`config.mk`:
```
export PLATFORM = sky130hd
export DESIGN_NAME = abkf_div
export DESIGN_NICKNAME = d
export VERILOG_FILES = /design/src/rtl/abkf_pkg.sv /design/src/rtl/abkf_div.sv
export SDC_FILE = /design/constraint.sdc
export NUM_CORES = 1
export LEC_CHECK = 0
export BUFFER_PORTS_ARGS = -buffer_cell sky130_fd_sc_hd__buf_2
export CORE_MARGIN = 2
export CORE_UTILIZATION = 35
export CTS_CLUSTER_DIAMETER = 50
export CTS_CLUSTER_SIZE = 30
export DETAILED_ROUTE_END_ITERATION = 10
export SLEW_MARGIN = 20
export SYNTH_ARGS = -nofsm -noshare
export SYNTH_HDL_FRONTEND = slang
export SYNTH_SLANG_ARGS = --single-unit
```
`constraint.sdc`:
```
create_clock -name clk -period 11.73 [get_ports clk]
set_input_delay 1.7595 -clock clk [delete_from_list [all_inputs] [get_ports clk]]
set_output_delay 1.7595 -clock clk [all_outputs]
set_load 0.02 [all_outputs]
```
`src/rtl/abkf_pkg.sv`:
```
// Package for the angle/bias Kalman filter: widths, fixed-point constants,
// register indexes and a saturation helper. No dependencies.
package abkf_pkg;
  localparam int FRAC_BITS = 16;
  localparam int CFG_W = 17;
  localparam int ACC_W = 25;
  localparam int GYR_W = 28;
  localparam int DW = 32;

  localparam logic [1:0] REG_ANGLE_NOISE = 2'd0;
  localparam logic [1:0] REG_BIAS_NOISE = 2'd1;
  localparam logic [1:0] REG_MEASURE_NOISE = 2'd2;
  localparam logic [1:0] REG_SAMPLE_PERIOD = 2'd3;

  localparam logic [CFG_W-1:0] RST_ANGLE_NOISE =
    CFG_W'(((64'd1 << FRAC_BITS) * 5 + 50) / 100);
  localparam logic [CFG_W-1:0] RST_BIAS_NOISE =
    CFG_W'(((64'd1 << FRAC_BITS) * 5 + 50) / 100);
  localparam logic [CFG_W-1:0] RST_MEASURE_NOISE =
    CFG_W'(((64'd1 << FRAC_BITS) * 6 + 50) / 100);
  localparam logic [CFG_W-1:0] RST_SAMPLE_PERIOD =
    CFG_W'(((64'd1 << FRAC_BITS) * 1 + 50) / 100);
  localparam logic signed [DW-1:0] ONE = DW'(64'd1 << FRAC_BITS);

  // Saturate a 34-bit signed sum to 32 bits.
  function automatic logic signed [DW-1:0] sat34(input logic signed [DW+1:0] v);
    if (v > 34'sh0_7FFF_FFFF) sat34 = 32'sh7FFF_FFFF;
    else if (v < -34'sh0_8000_0000) sat34 = 32'sh8000_0000;
    else sat34 = v[DW-1:0];
  endfunction
endpackage

```
`src/rtl/abkf_div.sv`:
```
// Radix-2 restoring signed divider: sat((num << FRAC_BITS) / den), truncated.
// Depends on abkf_pkg.
module abkf_div (
  input  logic clk,
  input  logic rst_n,
  input  logic start,
  input  logic signed [abkf_pkg::DW-1:0] num,
  input  logic signed [abkf_pkg::DW-1:0] den,
  output logic busy,
  output logic signed [abkf_pkg::DW-1:0] quo
);
  localparam int NW = abkf_pkg::DW + abkf_pkg::FRAC_BITS;
  logic [NW-1:0] q_r, q_nxt;
  logic [abkf_pkg::DW:0] rem_r, rem_nxt, trial;
  logic [abkf_pkg::DW-1:0] d_r;
  logic neg_r;
  logic [5:0] cnt_r;
  logic signed [NW:0] sq;
  logic [NW-1:0] an;
  logic [abkf_pkg::DW-1:0] ad;

  assign an = num[abkf_pkg::DW-1] ? NW'(-{{abkf_pkg::FRAC_BITS{num[abkf_pkg::DW-1]}}, num})
              << abkf_pkg::FRAC_BITS >> abkf_pkg::FRAC_BITS << abkf_pkg::FRAC_BITS
            : NW'({{abkf_pkg::FRAC_BITS{1'b0}}, num}) << abkf_pkg::FRAC_BITS;
  assign ad = den[abkf_pkg::DW-1] ? -den : den;

  always_comb begin
    trial = {rem_r[abkf_pkg::DW-1:0], q_r[NW-1]};
    if (trial >= {1'b0, d_r}) begin
      rem_nxt = trial - {1'b0, d_r};
      q_nxt = {q_r[NW-2:0], 1'b1};
    end else begin
      rem_nxt = trial;
      q_nxt = {q_r[NW-2:0], 1'b0};
    end
  end

  always_ff @(posedge clk) begin
    if (!rst_n) begin
      cnt_r <= '0;
    end else if (start) begin
      q_r <= an;
      rem_r <= '0;
      d_r <= ad;
      neg_r <= num[abkf_pkg::DW-1] ^ den[abkf_pkg::DW-1];
      cnt_r <= 6'(NW);
    end else if (cnt_r != 0) begin
      q_r <= q_nxt;
      rem_r <= rem_nxt;
      cnt_r <= cnt_r - 6'd1;
    end
  end

  assign busy = (cnt_r != 0);
  assign sq = neg_r ? -$signed({1'b0, q_r}) : $signed({1'b0, q_r});
  always_comb begin
    if (sq > $signed((NW+1)'(32'h7FFF_FFFF))) quo = 32'sh7FFF_FFFF;
    else if (sq < -$signed((NW+1)'(33'h0_8000_0000))) quo = 32'sh8000_0000;
    else quo = sq[abkf_pkg::DW-1:0];
  end
endmodule

```
==> results of run 1 <==
==> per-layer routing <==
layer | part of all wire [%] | up-vias | wire length (microns) | GRT usage [%]
met2 | 48 | 235 | 11500 | 29.1
met5 | 0 | - | 0 | 0
met3 | 4.3 | 46 | 1020 | 2.76
met1 | 45 | 3847 | 10800 | 21.4
met4 | 2.2 | 0 | 520 | 6.33
li1 | - | 4092 | - | -
==> critical path, stage by stage (launching register included) <==
cell,delay (ns)
edfxtp_1,0.44
or4_4,0.60
or4_4,0.67
or3_4,0.48
o21a_1,0.20
or4_1,0.46
a2111oi_1,0.64
a21oi_4,0.10
buf_4,0.31
o21ai_1,0.19
buf_2,0.19
==> Yosys cell counts, types with 2 or more instances <==
| master | n | area, sq um |
|---|---|---|
| o21ai_0 | 50 | 250 |
| a211o_1 | 2 | 17.5 |
| nor4_2 | 2 | 25.0 |
| o2111ai_1 | 2 | 17.5 |
| a211oi_1 | 12 | 90.1 |
| nand2_1 | 105 | 394 |
| ha_1 | 37 | 463 |
| xor2_1 | 68 | 596 |
| nand3b_1 | 2 | 15.0 |
| and3_1 | 10 | 62.6 |
| nor3_1 | 32 | 160 |
| and2_1 | 3 | 18.8 |
| buf_6 | 9 | 101 |
| o21bai_1 | 6 | 45.0 |
| nor4_1 | 18 | 113 |
| o21a_1 | 9 | 67.6 |
| o221ai_1 | 3 | 26.3 |
| inv_1 | 57 | 214 |
| clkbuf_1 | 40 | 150 |
| mux2i_1 | 3 | 30.0 |
| nand4_1 | 15 | 93.8 |
| o41ai_2 | 2 | 32.5 |
| nor2_1 | 68 | 255 |
| nand4b_1 | 2 | 17.5 |
| buf_1 | 6 | 22.5 |
| o21ai_2 | 30 | 263 |
| a21oi_1 | 89 | 445 |
| or2_2 | 4 | 25.0 |
| a2111oi_0 | 3 | 26.3 |
| or3_1 | 26 | 163 |
| nand3_1 | 27 | 135 |
| xnor2_1 | 50 | 438 |
| nor2b_1 | 20 | 125 |
| or3b_2 | 4 | 35.0 |
| a21o_1 | 11 | 82.6 |
| or4_4 | 2 | 22.5 |
| a31oi_1 | 8 | 50.1 |
| o31ai_1 | 29 | 218 |
| o41ai_1 | 14 | 123 |
| or4_1 | 16 | 120 |
| nor3b_1 | 2 | 15.0 |
| edfxtp_1 | 113 | 3390 |
| o211ai_1 | 9 | 67.6 |
| dfxtp_1 | 6 | 120 |
| nand2b_1 | 17 | 106 |
==> cell families after synthesis <==
| kind of cell | share of synthesized area, % |
|---|---|
| multiplexers | 0.434 |
| adder cells (fa/ha/maj) | 5.08 |
| AND/OR/NAND/NOR | 20.5 |
| flip-flops | 36.9 |
| XOR/XNOR | 10.9 |
| buffers and inverters | 5.13 |
| AO/OA/AOI/OAI | 21.1 |
==> metrics by stage <==
step | util [%] | instance area (sq um) | worst slack [ns]
6_report | 40.3 | 10800 | 5.26
5_1_grt | 40.3 | 10800 | 4.89
3_3_place_gp | 38.2 | 10200 | 5.79
4_1_cts | 40.2 | 10800 | 5.24
2_1_floorplan | - | 9510 | 6.19
3_5_place_dp | 38.2 | 10200 | 5.71
==> power groups by stage <==
stage | Combinational [mW] | Sequential, mW | Clock (mW)
after global routing | 1.09 | 0.736 | 0.514
after detailed placement | 0.954 | 0.725 | 0
after CTS | 0.960 | 0.720 | 0.499
after global placement | 0.948 | 0.723 | 0
final | 0.966 | 0.720 | 0.488
after floorplan | 0.753 | 0.687 | 0
==> state kept, by name, indices dropped and copies added (netlist names) <==
name and count:
d_r 32, q_r 48, cnt_r 6, neg_r 1, rem_r 32
==> area by class of cell <==
type / instances / area [sq um]
multi-input combinational: 836 / 5540
fill: 2674 / 16000
clock inverter: 13 / 114
tap: 341 / 427
inverter: 57 / 214
timing repair buffer: 106 / 551
clock buffer: 18 / 429
sequential: 119 / 3510
==> final timing paths <==
| path | cells past startpoint | start | to |
|---|---|---|---|
| worst max-delay path | 10 | q_r[12] | quo[1] |
| worst min-delay path | 1 | cnt_r[1] | cnt_r[1] |
| worst max register to register | 11 | rem_r[6] | rem_r[7] |
| worst min register to register | 1 | cnt_r[1] | cnt_r[1] |
==> qor.txt, run 1 <==
VDD IR-drop max -> 96.8 uV
Top FF cell, synth -> edfxtp_1
status -> finished, final reports clean
total grt overflow -> 0
post-route minimum period -> 6.47 ns
arrival time worst endpoint -> 4.72 ns
Synth cell types -> 69
crit path max fanout -> 31
H-tree levels -> 4
number of synthesized flops with an enable pin -> 113
clock root buffer -> clkbuf_16
Clk network pwr share -> 22.4%
setup TNS -> 0 ns
first drt pass iteration count -> 5
PwrDens -> 201 mW/mm^2
FF+latch count, synth -> 119
Die ar. -> 0.0285 sq mm
ys async rst share -> 0%
Worst R2R Setup Slack -> 7.84 ns
Layout Skew -> 0.0134 ns
Comb power frac -> 44.4%
Clk pin slew, worst setup/hold paths -> 0.06 ns
vias per cell -> 5.52
Die Span X -> 169 microns
YS warnings -> 0
P&R area growth vs syn -> 13.4%
# Post-CTS Setup Buffers -> 0
CTS tree -> built
Relative slew margins -> 42.5%
Final ANT Viol Nets -> 0
syn_area_per_cell -> 8.92 sq um
fin nets -> 1242
final WL -> 23900 microns
dpl cells -> 1459
Final Hold Fails -> 0
clk buf depth -> 2
CTS buffer count -> 17
maxcap violations -> 0
RD Place Congestion -> 0.845
Sw Ratio -> 40.0%
core area -> 0.0268 sq mm
clock latency on the worst-skew pair -> 0.43 ns
Mapped Cells -> 1067
number of port buffers -> 99
Design Power -> 2.17 mW
row cnt -> 60
die height -> 169 microns
CP required -> 9.97 ns
CP Launch Type -> flop
total number of vias -> 8220
Net Count, Synth -> 1172
Total GRT Usage -> 16.9%
Top Ports -> 100
CP Class -> flop to output pin
P_sw -> 869 uW
initial DRC count -> 591
drt wl/cell -> 16.0 microns
largest net degree at the start of global routing -> 81
RSZ-0062 raised after global routing -> no
drt drc -> 0
area of the mapped netlist -> 0.00951 sq mm
final setup fails -> 0
worst slew pin tran -> 0.855 ns
cts hold-fix bufs -> 0
Final period util -> 55.2%
most frequent cells in the layout -> edfxtp_1, nand2_1, buf_2, a21oi_1
Max Freq -> 154 MHz
first-pass GRT wire length -> 39000 microns
Tightest Hold Check Type -> flop to flop
Internal -> 1.31 mW
initial antenna violation count -> 0
most common cell after layout, fill and taps aside -> edfxtp_1
post-route insts no fill -> 1490
sequential-to-total area share from yosys stat -> 36.9%
CP Capture Type -> output pin
sequential share of power -> 33.1%
clock sink total -> 119
worst hold margin -> 0.569 ns
DP Wirelength -> 17400 microns
share of layout cells above drive strength 1 -> 15.8%
max-slew violation count -> 0
Ant. Diodes -> 0
number of global-route vias before repair -> 7783
Leak -> 4.06 nW
Initial Util -> 35.5%
Post-CTS Resized -> 0
Power figures use the tool's default switching activity.
==> run 2, diff against run 1 <==
- clock period: 11.73 -> 6.7 ns (I/O delays scaled with it)
==> qor.txt, run 2 (synthesized netlist as in run 1, its figures left out) <==
P&R area growth vs syn -> 13.4%
Final ANT Viol Nets -> 0
cell mode on critical path -> or4_4
post-route minimum period -> 5.71 ns
DP Wirelength -> 17400 microns
H-tree levels -> 4
P_sw -> 1.52 mW
Worst Reg2Reg Path Length in Cells -> 12
Tightest Hold Check Type -> flop to flop
die height -> 169 microns
Clk network pwr share -> 22.4%
Die Span X -> 169 microns
setup TNS -> 0 ns
most frequent cells in the layout -> edfxtp_1, nand2_1, buf_2, a21oi_1
worst slew pin tran -> 1.07 ns
max-slew violation count -> 0
row cnt -> 60
Initial Util -> 35.5%
CTS buffer count -> 17
RSZ-0062 raised after global routing -> no
clock root buffer -> clkbuf_16
final WL -> 23900 microns
clock sink total -> 119
RD Place Congestion -> 0.845
Ant. Diodes -> 0
# Post-CTS Setup Buffers -> 0
vias per cell -> 5.48
CP Launch Type -> flop
CP Capture Type -> output pin
crit path max fanout -> 31
Biggest register -> q_r
Layout Skew -> 0.0124 ns
final setup fails -> 0
Total GRT Usage -> 16.9%
Die ar. -> 0.0285 sq mm
fin nets -> 1242
clk buf depth -> 2
Fill cells -> 2646
number of port buffers -> 99
initial DRC count -> 602
worst hold margin -> 0.568 ns
Worst path max stage delay -> 0.66 ns
Top Ports -> 100
Final Hold Fails -> 0
Setup crit start -> q_r[12]
sequential share of power -> 33.1%
Max Freq -> 175 MHz
drt wl/cell -> 16.0 microns
number of global-route vias before repair -> 7678
Leak -> 4.06 nW
Sw Ratio -> 40.0%
Final period util -> 85.3%
biggest regs -> q_r (48), d_r (32), rem_r (32)
slowest stage cell on the critical path -> or4_4
Post-CTS Resized -> 0
worst hold path cell count -> 2
VDD IR-drop max -> 152 uV
clock latency on the worst-skew pair -> 0.42 ns
initial antenna violation count -> 0
worst r2r src -> q_r[47]
Relative slew margins -> 28.6%
Internal -> 2.29 mW
cts hold-fix bufs -> 0
Clk pin slew, worst setup/hold paths -> 0.06 ns
Comb power frac -> 44.5%
core area -> 0.0268 sq mm
total number of vias -> 8153
first-pass GRT wire length -> 38800 microns
maxcap violations -> 0
drt drc -> 0
max reg flops -> 48
arrival time worst endpoint -> 4.71 ns
share of layout cells above drive strength 1 -> 15.8%
PwrDens -> 353 mW/mm^2
CP Class -> flop to output pin
Hold Crit Start -> cnt_r[5]
CP required -> 5.69 ns
most common cell after layout, fill and taps aside -> edfxtp_1
largest net degree at the start of global routing -> 81
status -> finished, final reports clean
CTS tree -> built
total grt overflow -> 0
first drt pass iteration count -> 5
CP cell instances -> or4_4, or4_4, or3_4, o21a_1, or4_1, a2111oi_1, a21oi_4, buf_4, o21ai_1, buf_2
## run 2: cell types whose count changed in the layout (fill, tap and decap cells not counted)
cell,delta
clkinvlp_4,+1
clkinv_2,-1
nand2_1,+1
nand2_2,-1
clkinv_1,-1
## run 2: power by group through the flow
stage / Clock, mW / Combinational, mW / Sequential (mW)
2_1_floorplan: 0 / 1.32 / 1.20
4_1_cts: 0.873 / 1.68 / 1.26
3_3_place_gp: 0 / 1.66 / 1.27
6_report: 0.854 / 1.69 / 1.26
5_1_grt: 0.901 / 1.91 / 1.29
3_5_place_dp: 0 / 1.67 / 1.27
## run 2: final timing paths
kind,to,slack (ns)
worst max-delay path,quo[1],0.99
worst min-delay path,cnt_r[5],0.57
worst max register to register,rem_r[7],2.80
worst min register to register,cnt_r[5],0.57
## run 2: cell type report
type                    instances  area [sq um]  area share [%]
multi-input cells             836          5540            51.4
clock inverters                12           113            1.04
well taps                     341           427            3.96
inverters                      57           214            1.98
repair buffers                106           551            5.10
flip-flops and latches        119          3510            32.6
clock buffers                  18           429            3.98
## run 2: routing by layer
metal | track usage (%) | up-vias | part of all wire, %
li1 | - | 4089 | -
met1 | 21.5 | 3824 | 45
met2 | 28.7 | 200 | 49
met3 | 3.16 | 40 | 4.0
met4 | 5.58 | 0 | 2.0
met5 | 0 | - | 0
## run 2: worst max-delay path: cells and delay by family, from the launching register on
kind                   cells  cell delay [ns]
AND/OR/NAND/NOR            4             2.21
buffers and inverters      2             0.49
AO/OA/AOI/OAI              4             1.12
flip-flops                 1             0.44
## run 2: metrics by stage
stage | instances | setup WS (ns) | instance area (sq um) | power, mW | utilization, %
floorplan | 1067 | 1.91 | 9510 | 2.52 | -
global placement | 1459 | 1.51 | 10200 | 2.93 | 38.2
detailed placement | 1459 | 1.43 | 10200 | 2.94 | 38.2
CTS | 1489 | 0.971 | 10800 | 3.81 | 40.2
global route | 1489 | 0.630 | 10800 | 4.09 | 40.3
finish | 1489 | 0.987 | 10800 | 3.81 | 40.3
